File: src/hdl/satq_pkg.sv
// ----------------------------------------------------------------------------
// satq_pkg - shared definitions for the sorted alarm timer queue
// Sizes, status codes and the control/status bundles between FSM and datapath.
// ----------------------------------------------------------------------------
`default_nettype none

package satq_pkg;

	localparam int QUEUE_DEPTH = 16;
	// handles are 4 bits wide, so at most 16 usable slots
	localparam int SLOTS       = (QUEUE_DEPTH < 16) ? QUEUE_DEPTH : 16;
	localparam int SLOT_W      = (SLOTS > 1) ? $clog2(SLOTS) : 1;
	localparam int OCC_W       = $clog2(SLOTS + 1);

	localparam int CNT_W    = 32;
	localparam int DUR_W    = 32;
	localparam int CPU_W    = 8;
	localparam int HANDLE_W = 4;
	localparam int STATUS_W = 2;

	localparam logic [CPU_W-1:0] CPU_RESET = 8'd168;

	typedef enum logic [STATUS_W-1:0] {
		ST_NONE    = 2'd0,
		ST_CREATED = 2'd1,
		ST_FULL    = 2'd2,
		ST_FIRED   = 2'd3
	} status_t;

	// commands from controller to datapath
	typedef struct packed {
		logic load_in;   // capture accepted item
		logic tick;      // advance counter, check head, post result
		logic reject;    // post queue-full result
		logic calc_len;  // duration * cycles_per_us, clear search pointer
		logic step;      // advance search pointer
		logic insert;    // write new entry, post created result
	} cmd_t;

	// status from datapath to controller
	typedef struct packed {
		logic             func;
		logic             full;
		logic             search_done;
		logic             out_busy;
		logic [OCC_W-1:0] occ;
	} sts_t;

endpackage

`default_nettype wire

File: src/hdl/sorted_alarm_timer_queue.sv
// ----------------------------------------------------------------------------
// sorted_alarm_timer_queue - ordered one-shot alarm queue on a cycle counter
// Tick items advance the counter and retire the head when due; create items
// insert an alarm in order of remaining cycles and return its slot handle, or report full.
// ----------------------------------------------------------------------------
// Sequence: tick and queue-full create post their result from EXEC into the
// result register; a create runs EXEC (length), SEARCH (0..occupancy entries
// walked, one per cycle) and INSERT; posting waits while the output is held.
// Throughput: one item at a time; the next transfer is taken once the item
// finishes, while its result may still wait in the output register.
// Reset: counter 0, queue empty, all slots free, cycles_per_us = 168.
`default_nettype none

module sorted_alarm_timer_queue (
	input  wire logic                          clk,
	input  wire logic                          arst_n,
	input  wire logic                          cfg_we,
	input  wire logic [satq_pkg::CPU_W-1:0]    cfg_wdata,   // cycles_per_us
	input  wire logic                          s_tvalid,
	output logic                               s_tready,
	input  wire logic [31:0]                   s_tdata,     // [31:0] duration_us
	input  wire logic                          s_tuser,     // [0] func
	output logic                               m_tvalid,
	input  wire logic                          m_tready,
	output logic [7:0]                         m_tdata,     // [3:0] handle, [7:4] zero
	output logic [1:0]                         m_tuser      // [1:0] status
);

	satq_pkg::cmd_t    cmd;
	satq_pkg::sts_t    sts;
	satq_pkg::status_t out_status;
	logic [satq_pkg::HANDLE_W-1:0] out_handle;

	satq_ctrl u_ctrl (
		.clk      (clk),
		.arst_n   (arst_n),
		.s_tvalid (s_tvalid),
		.s_tready (s_tready),
		.sts      (sts),
		.cmd      (cmd)
	);

	satq_dp u_dp (
		.clk        (clk),
		.arst_n     (arst_n),
		.cfg_we     (cfg_we),
		.cfg_wdata  (cfg_wdata),
		.in_func    (s_tuser),
		.in_dur     (s_tdata),
		.cmd        (cmd),
		.sts        (sts),
		.out_valid  (m_tvalid),
		.out_ready  (m_tready),
		.out_status (out_status),
		.out_handle (out_handle)
	);

	assign m_tdata = {4'b0000, out_handle};
	assign m_tuser = out_status;

	// one item in flight: no transfer right after a transfer
	a_one_item: assert property (@(posedge clk) disable iff (!arst_n)
		s_tvalid && s_tready |=> !s_tready)
		else $error("input taken while an item is in progress");

	// no-result and full results carry a zero handle
	a_zero_handle: assert property (@(posedge clk) disable iff (!arst_n)
		m_tvalid && (m_tuser == satq_pkg::ST_NONE || m_tuser == satq_pkg::ST_FULL)
		|-> m_tdata == 8'h00)
		else $error("handle not zero on empty result");

	// occupancy never exceeds slot count
	a_occ_bound: assert property (@(posedge clk) disable iff (!arst_n)
		sts.occ <= satq_pkg::OCC_W'(satq_pkg::SLOTS))
		else $error("queue occupancy out of range");

	// a create result appears only after an insert with room in the queue
	a_insert_room: assert property (@(posedge clk) disable iff (!arst_n)
		cmd.insert |-> !sts.full)
		else $error("insert into full queue");

endmodule

`default_nettype wire

File: src/hdl/satq_ctrl.sv
// ----------------------------------------------------------------------------
// satq_ctrl - sequencing FSM
// Accepts one item, runs tick or create (length calc, ordered search, insert).
// ----------------------------------------------------------------------------
`default_nettype none

module satq_ctrl (
	input  wire logic           clk,
	input  wire logic           arst_n,
	input  wire logic           s_tvalid,
	output logic                s_tready,
	input  wire satq_pkg::sts_t sts,
	output satq_pkg::cmd_t      cmd
);

	typedef enum logic [3:0] {
		S_IDLE   = 4'b0001,
		S_EXEC   = 4'b0010,
		S_SEARCH = 4'b0100,
		S_INSERT = 4'b1000
	} state_t;

	state_t state_q, state_d;

	assign s_tready = (state_q == S_IDLE);

	always_comb begin
		state_d = state_q;
		cmd     = '0;
		unique case (state_q)
			S_IDLE: begin
				if (s_tvalid) begin
					cmd.load_in = 1'b1;
					state_d     = S_EXEC;
				end
			end
			S_EXEC: begin
				if (!sts.func) begin
					if (!sts.out_busy) begin
						cmd.tick = 1'b1;
						state_d  = S_IDLE;
					end
				end else if (sts.full) begin
					if (!sts.out_busy) begin
						cmd.reject = 1'b1;
						state_d    = S_IDLE;
					end
				end else begin
					cmd.calc_len = 1'b1;
					state_d      = S_SEARCH;
				end
			end
			S_SEARCH: begin
				if (sts.search_done) begin
					state_d = S_INSERT;
				end else begin
					cmd.step = 1'b1;
				end
			end
			S_INSERT: begin
				if (!sts.out_busy) begin
					cmd.insert = 1'b1;
					state_d    = S_IDLE;
				end
			end
			default: begin
				state_d = S_IDLE;
			end
		endcase
	end

	always_ff @(posedge clk or negedge arst_n) begin
		if (!arst_n) begin
			state_q <= S_IDLE;
		end else begin
			state_q <= state_d;
		end
	end

endmodule

`default_nettype wire

File: src/hdl/satq_dp.sv
// ----------------------------------------------------------------------------
// satq_dp - timer queue datapath
// Cycle counter, ordered entry queue, slot map, search pointer, result register.
// ----------------------------------------------------------------------------
`default_nettype none

module satq_dp (
	input  wire logic                                 clk,
	input  wire logic                                 arst_n,
	input  wire logic                                 cfg_we,
	input  wire logic [satq_pkg::CPU_W-1:0]           cfg_wdata,
	input  wire logic                                 in_func,
	input  wire logic [satq_pkg::DUR_W-1:0]           in_dur,
	input  wire satq_pkg::cmd_t                       cmd,
	output satq_pkg::sts_t                            sts,
	output logic                                      out_valid,
	input  wire logic                                 out_ready,
	output satq_pkg::status_t                         out_status,
	output logic [satq_pkg::HANDLE_W-1:0]             out_handle
);

	logic [satq_pkg::CPU_W-1:0]  cpu_q;
	logic [satq_pkg::CNT_W-1:0]  cnt_q;
	logic                        func_q;
	logic [satq_pkg::DUR_W-1:0]  dur_q;
	logic [satq_pkg::CNT_W-1:0]  len_q;
	logic [satq_pkg::OCC_W-1:0]  pos_q;
	logic [satq_pkg::OCC_W-1:0]  occ_q;
	logic [satq_pkg::SLOTS-1:0]  free_q;

	logic [satq_pkg::CNT_W-1:0]  start_q  [satq_pkg::SLOTS];
	logic [satq_pkg::CNT_W-1:0]  length_q [satq_pkg::SLOTS];
	logic [satq_pkg::SLOT_W-1:0] hndl_q   [satq_pkg::SLOTS];

	logic                        out_valid_q;
	satq_pkg::status_t           out_status_q;
	logic [satq_pkg::HANDLE_W-1:0] out_handle_q;

	logic [satq_pkg::SLOT_W-1:0] free_idx;
	logic [satq_pkg::SLOT_W-1:0] pos_idx;
	logic [satq_pkg::CNT_W-1:0]  cnt_next;
	logic [satq_pkg::CNT_W-1:0]  head_elapsed;
	logic                        fire;
	logic [satq_pkg::CNT_W-1:0]  srch_elapsed;
	logic [satq_pkg::CNT_W-1:0]  srch_rem;
	logic                        full;
	logic                        out_busy;

	// lowest free slot
	always_comb begin
		free_idx = '0;
		for (int i = satq_pkg::SLOTS - 1; i >= 0; i--) begin
			if (free_q[i]) free_idx = satq_pkg::SLOT_W'(i);
		end
	end

	assign full     = (occ_q >= satq_pkg::OCC_W'(satq_pkg::SLOTS));
	assign out_busy = out_valid_q && !out_ready;

	// head check uses the advanced count
	assign cnt_next     = cnt_q + 1'b1;
	assign head_elapsed = cnt_next - start_q[0];
	assign fire         = (occ_q != '0) && (head_elapsed >= length_q[0]);

	// walk: stop at first entry whose remaining cycles exceed the new length;
	// overdue entries count as zero remaining
	assign pos_idx      = pos_q[satq_pkg::SLOT_W-1:0];
	assign srch_elapsed = cnt_q - start_q[pos_idx];
	assign srch_rem     = length_q[pos_idx] - srch_elapsed;

	always_comb begin
		sts.func        = func_q;
		sts.full        = full;
		sts.out_busy    = out_busy;
		sts.occ         = occ_q;
		sts.search_done = (pos_q == occ_q) ||
		                  ((srch_elapsed < length_q[pos_idx]) && (srch_rem > len_q));
	end

	always_ff @(posedge clk or negedge arst_n) begin
		if (!arst_n) begin
			cpu_q  <= satq_pkg::CPU_RESET;
			cnt_q  <= '0;
			occ_q  <= '0;
			free_q <= '1;
		end else begin
			if (cfg_we) cpu_q <= cfg_wdata;
			if (cmd.tick) begin
				cnt_q <= cnt_next;
				if (fire) begin
					occ_q             <= occ_q - 1'b1;
					free_q[hndl_q[0]] <= 1'b1;
				end
			end
			if (cmd.insert) begin
				occ_q            <= occ_q + 1'b1;
				free_q[free_idx] <= 1'b0;
			end
		end
	end

	// item and search registers
	always_ff @(posedge clk) begin
		if (cmd.load_in) begin
			func_q <= in_func;
			dur_q  <= in_dur;
		end
		if (cmd.calc_len) begin
			len_q <= dur_q * satq_pkg::DUR_W'(cpu_q);
			pos_q <= '0;
		end else if (cmd.step) begin
			pos_q <= pos_q + 1'b1;
		end
	end

	// queue storage: pop shifts toward the head, insert shifts away from it
	for (genvar k = 0; k < satq_pkg::SLOTS; k++) begin : g_entry
		always_ff @(posedge clk) begin
			if (cmd.tick && fire) begin
				if (k < satq_pkg::SLOTS - 1) begin
					start_q[k]  <= start_q[(k + 1) % satq_pkg::SLOTS];
					length_q[k] <= length_q[(k + 1) % satq_pkg::SLOTS];
					hndl_q[k]   <= hndl_q[(k + 1) % satq_pkg::SLOTS];
				end
			end else if (cmd.insert) begin
				if (satq_pkg::OCC_W'(k) == pos_q) begin
					start_q[k]  <= cnt_q;
					length_q[k] <= len_q;
					hndl_q[k]   <= free_idx;
				end else if (k > 0 && satq_pkg::OCC_W'(k) > pos_q &&
				             satq_pkg::OCC_W'(k) <= occ_q) begin
					start_q[k]  <= start_q[(k + satq_pkg::SLOTS - 1) % satq_pkg::SLOTS];
					length_q[k] <= length_q[(k + satq_pkg::SLOTS - 1) % satq_pkg::SLOTS];
					hndl_q[k]   <= hndl_q[(k + satq_pkg::SLOTS - 1) % satq_pkg::SLOTS];
				end
			end
		end
	end

	// result register
	always_ff @(posedge clk or negedge arst_n) begin
		if (!arst_n) begin
			out_valid_q <= 1'b0;
		end else if (cmd.tick || cmd.reject || cmd.insert) begin
			out_valid_q <= 1'b1;
		end else if (out_ready) begin
			out_valid_q <= 1'b0;
		end
	end

	always_ff @(posedge clk) begin
		if (cmd.tick) begin
			out_status_q <= fire ? satq_pkg::ST_FIRED : satq_pkg::ST_NONE;
			out_handle_q <= fire ? satq_pkg::HANDLE_W'(hndl_q[0]) : '0;
		end else if (cmd.reject) begin
			out_status_q <= satq_pkg::ST_FULL;
			out_handle_q <= '0;
		end else if (cmd.insert) begin
			out_status_q <= satq_pkg::ST_CREATED;
			out_handle_q <= satq_pkg::HANDLE_W'(free_idx);
		end
	end

	assign out_valid  = out_valid_q;
	assign out_status = out_status_q;
	assign out_handle = out_handle_q;

endmodule

`default_nettype wire
File: config.mk
export PLATFORM = sky130hd
export DESIGN_NAME = sorted_alarm_timer_queue
export DESIGN_NICKNAME = d
export VERILOG_FILES = /design/src/hdl/satq_pkg.sv /design/src/hdl/sorted_alarm_timer_queue.sv /design/src/hdl/satq_ctrl.sv /design/src/hdl/satq_dp.sv
export SDC_FILE = /design/constraint.sdc
export NUM_CORES = 2
export LEC_CHECK = 0
export BUFFER_PORTS_ARGS = -buffer_cell sky130_fd_sc_hd__clkbuf_2
export CAP_MARGIN = 0
export CORE_MARGIN = 2
export CORE_UTILIZATION = 40
export DETAILED_ROUTE_END_ITERATION = 7
export SLEW_MARGIN = 30
export SYNTH_ARGS = -nofsm -noshare
export SYNTH_HDL_FRONTEND = slang
export SYNTH_SLANG_ARGS = --single-unit
export TNS_END_PERCENT = 30
File: constraint.sdc
create_clock -name clk -period 11.2 [get_ports clk]
set_input_delay 0.56 -clock clk [delete_from_list [all_inputs] [get_ports clk]]
set_output_delay 0.56 -clock clk [all_outputs]
set_load 0.02 [all_outputs]
==> summary.md <==
| Metric | Value |
|---|---|
| Outcome | complete, no violations |
| TritonRoute pass-1 iters | 6 |
| Nets | about 8,000 |
| # rows | ~170 |
| CTS H-tree lvls | 4 |
| Max FO, Critical Path | 42 |
| Reg-to-reg endpoint | u_dp.pos_q[4] |
| Detail Placement HPWL | roughly 170,000 microns |
| Max Freq | approximately 110 MHz |
| Max-cap check violation count | 0 |
| CTS Buf Count | around 150 |
| CP Capture Point | u_dp.pos_q[4] |
| DR WL/cell | 26.9 microns |
| Synth cell types | 92 |
| Worst path most repeated cell | ha_1 |
| Die extent in x | between 400 and 500 microns |
| Largest net degree at the start of global routing | 138 |
| DIE HEIGHT | around 450 microns |
| Final hold vios | 0 |
| Worst-margin pin slew | 1.10 ns |
| EDFF count, synth | 1,159 |
| Non-Filler Instances | 10,300 |
| Total leakage power | between 30 and 40 nW |
| Synth area leader | edfxtp_1 |
| Worst r2r path cells | 30 |
| Worst R2R Setup Slack | roughly 2 ns |
| Post-DP Area | ~84,000 sq um |
| Worst hold-check path type | input port to flip-flop |
| Crit path capture type | flip-flop |
| Worst path slowest cell | buf_4 |
| IO buf count | 53 |
| Unrepaired setup endpoints after global routing | false |
| Pwr Total | about 15 mW |
| Register area share after synthesis | roughly 45% |
| CP max stage delay | 0.73 ns |
| Clk sinks | between 1,000 and 1,500 |
| GRT Resource Usage Total | 26.7% |
| Placed insts | 10,000 |
| Share of cells above drive strength 1 | a little over a tenth |
| Design area | between 80,000 and 90,000 sq um |
| Area share of the largest cell type after synthesis | 43.0% |
| Via count | between 60,000 and 70,000 |
| Clock slew at reported path FFs | 0.06 ns |
| Setup TNS | 0 ns |
| DRC Markers | 0 |
| Mapped Cells | between 7,000 and 8,000 |
| First-pass GRT wire length | about 410,000 microns |
| Via density | a little over 6 |
| Period Utilization, post-route | around four fifths |
| Max Clock Skew | 0.0340 ns |
| VDD IR max | between 0.2 and 0.3 mV |
| Data required time at the worst endpoint | 11.88 ns |
| Hold_ws | 0.0530 ns |
| WS Path Type | flip-flop to flip-flop |
| Pwr Density | around 170 nW/um^2 |
| FF+latch count, synth | around 1,200 |
| Ys flop type | edfxtp_1 |
| Initial core utilization | about two fifths |
| CP arrival | around 9.8 ns |
| Worst-Skew Late Latency | 0.82 ns |
| Starting DRT DRC Count | 7,606 |
| Clock Tree Root | clkbuf_16 |
| Top-level I/O count | between 50 and 60 |
| Number of global-route vias before repair | 61,000 |
| P&R area growth vs syn | 9.60% |
| Count of pins over their slew limit | 0 |
| Synthesized area | around 81,000 sq um |
| CTS tree | built |
| Setup violations, final | 0 |
| Avg Cell Area, Syn | ~10 sq um |
| Grt total ovfl | 0 |
| Min Tclk post-route | between 9 and 10 ns |
| Antenna violations before repair | 9 |
| Longest Clk Path Bufs | 3 |
| Setup crit start kind | flip-flop |
| Max_slew headroom | 26.9% |
| Routed WL | 278,000 microns |
| Post-DRT Antenna Nets | 0 |
| Die ar. | just over 200,000 sq um |
| Layout fillers | 18,600 |
| Routability cong. | between 0.9 and 1 |
| Core Region | roughly 200,000 sq um |
| Area contributors post-synth | edfxtp_1 43%, mux4_2 8.9%, mux2i_1 6.7%, a21oi_1 5.6%, o21ai_0 4.4% |
| Yosys Warn Count | 0 |
| Asr flop ratio synth | roughly 5.3% |
==> layer usage <==
| metal | share of wire (%) | GRT usage, % |
|---|---|---|
| met1 | 39 | 34.4 |
| met2 | 46 | 43.1 |
| met3 | 9.2 | 5.13 |
| met4 | 5.4 | 12.8 |
| met5 | 0.029 | 0 |
==> stage by stage <==
| stage | util [%] | setup WS (ns) |
|---|---|---|
| 6_report | 44.0 | 2.05 |
| 5_1_grt | 44.0 | 1.51 |
| 4_1_cts | 44.0 | 2.03 |
| 3_5_place_dp | 41.5 | 2.04 |
| 3_3_place_gp | 41.3 | 1.82 |
| 2_1_floorplan | - | 3.48 |
==> Yosys cell counts (7+ instances only) <==
cell      instances
and3_1           27
o211ai_1         15
ha_1            207
buf_4            16
nor4_1           13
a211oi_1         17
nand2_1         949
a211o_1           9
buf_2           124
a21o_1           42
nand3_1          61
o21bai_1         14
clkbuf_1        412
nand4_1          25
mux4_2          320
dfxtp_1           9
buf_6            14
o21a_1           27
o31ai_1          19
nor2b_1          18
nand2_2           7
a21oi_1         913
xnor2_1         118
o21ai_0         720
mux2i_1         539
dfstp_2          20
clkbuf_2         11
nand2b_1         23
or3_1            14
nor3_1           45
dfrtp_1          46
xor2_1           68
a31oi_1          41
o31a_1            8
o21ai_1          49
nor2_1          865
and2_1          120
and4_1           13
fa_1            159
buf_1            34
mux2_2           65
inv_1           309
edfxtp_1       1159
==> registers in the layout (all words and copies together) (netlist names), 2 cells and up, named ones only <==
signal / flops
u_dp.out_status: 2
u_dp.cpu_q: 8
u_dp.len_q: 32
u_dp.occ_q: 5
u_ctrl.state_q: 4
u_dp.cnt_q: 32
u_dp.hndl_q: 64
u_dp.length_q: 512
u_dp.out_handle: 4
u_dp.pos_q: 5
u_dp.free_q: 16
u_dp.start_q: 512
u_dp.dur_q: 32
==> cell type report <==
cell class | instances | area, sq um | share of cell area [%]
clock inverters | 68 | 621 | 0.699
inverters | 310 | 1160 | 1.31
diodes | 2 | 5.00 | 0.00564
multi-input cells | 5641 | 41100 | 46.2
clock buffers | 197 | 3990 | 4.50
well taps | 2672 | 3340 | 3.77
repair buffers | 200 | 1920 | 2.16
flip-flops and latches | 1234 | 36700 | 41.3
==> worst min path at each step <==
stage / start / to / cells past startpoint
3_5_place_dp: arst_n / u_dp.cpu_q[6] / 1
5_1_grt: s_tvalid / u_ctrl.state_q[1] / 3
2_1_floorplan: arst_n / u_ctrl.state_q[1] / 0
3_3_place_gp: arst_n / u_dp.cpu_q[2] / 1
4_1_cts: s_tvalid / u_ctrl.state_q[1] / 3
6_report: s_tvalid / u_ctrl.state_q[1] / 3
==> worst max-delay path: cells and delay by family (launching register included) <==
family          cells  cell delay (ns)
compound gates     12             3.10
simple gates        9             1.89
mux                 2             1.07
fa+ha+maj           3             0.95
buf+inv             2             0.86
flops               1             0.63
xor+xnor            2             0.43
==> report_power, final <==
part           switching, mW  internal (mW)  total, mW
clock                   2.04           2.71       4.75
combinational           2.58           1.92       4.50
sequential             0.168           5.35       5.52
total                   4.79           9.99       14.8
==> repair_timing <==
action / in CTS / in global routing
hold buffers: 42 / 0
resized for setup: 0 / 0
buffers inserted: 0 / 0
hold endpoints to repair: 55 / 0
==> placed cells by master (no fill, tap or decap), types with 13 or more instances in the layout <==
cell type / count
o21ai_0: 720
dfstp_2: 20
clkbuf_1: 42
ha_1: 207
nand4_1: 25
buf_12: 29
mux2_2: 65
mux4_2: 320
a31oi_1: 41
o21a_1: 27
clkinv_1: 32
and4_1: 13
dfrtp_1: 44
nor3_1: 45
xor2_1: 68
o211ai_1: 15
buf_4: 69
o21ai_1: 48
dlygate4sd3_1: 42
a211oi_1: 17
nor2b_1: 18
and3_1: 26
o31ai_1: 18
nor2_1: 862
inv_1: 309
nand2_1: 939
and2_1: 119
xnor2_1: 118
a21o_1: 41
nand3_1: 51
edfxtp_1: 1159
clkbuf_2: 52
a21oi_1: 911
nand2b_1: 23
o21bai_1: 14
mux2i_1: 539
clkbuf_16: 151
fa_1: 159
==> cells by family after synthesis <==
group	synth area share (%)
xor+xnor	2.01
other cells	0.00463
simple gates	11.6
fa+ha+maj	7.13
compound gates	12.9
flops	45.3
buf+inv	4.68
mux	16.5
Note: power is estimated with default switching activity, not from simulation.
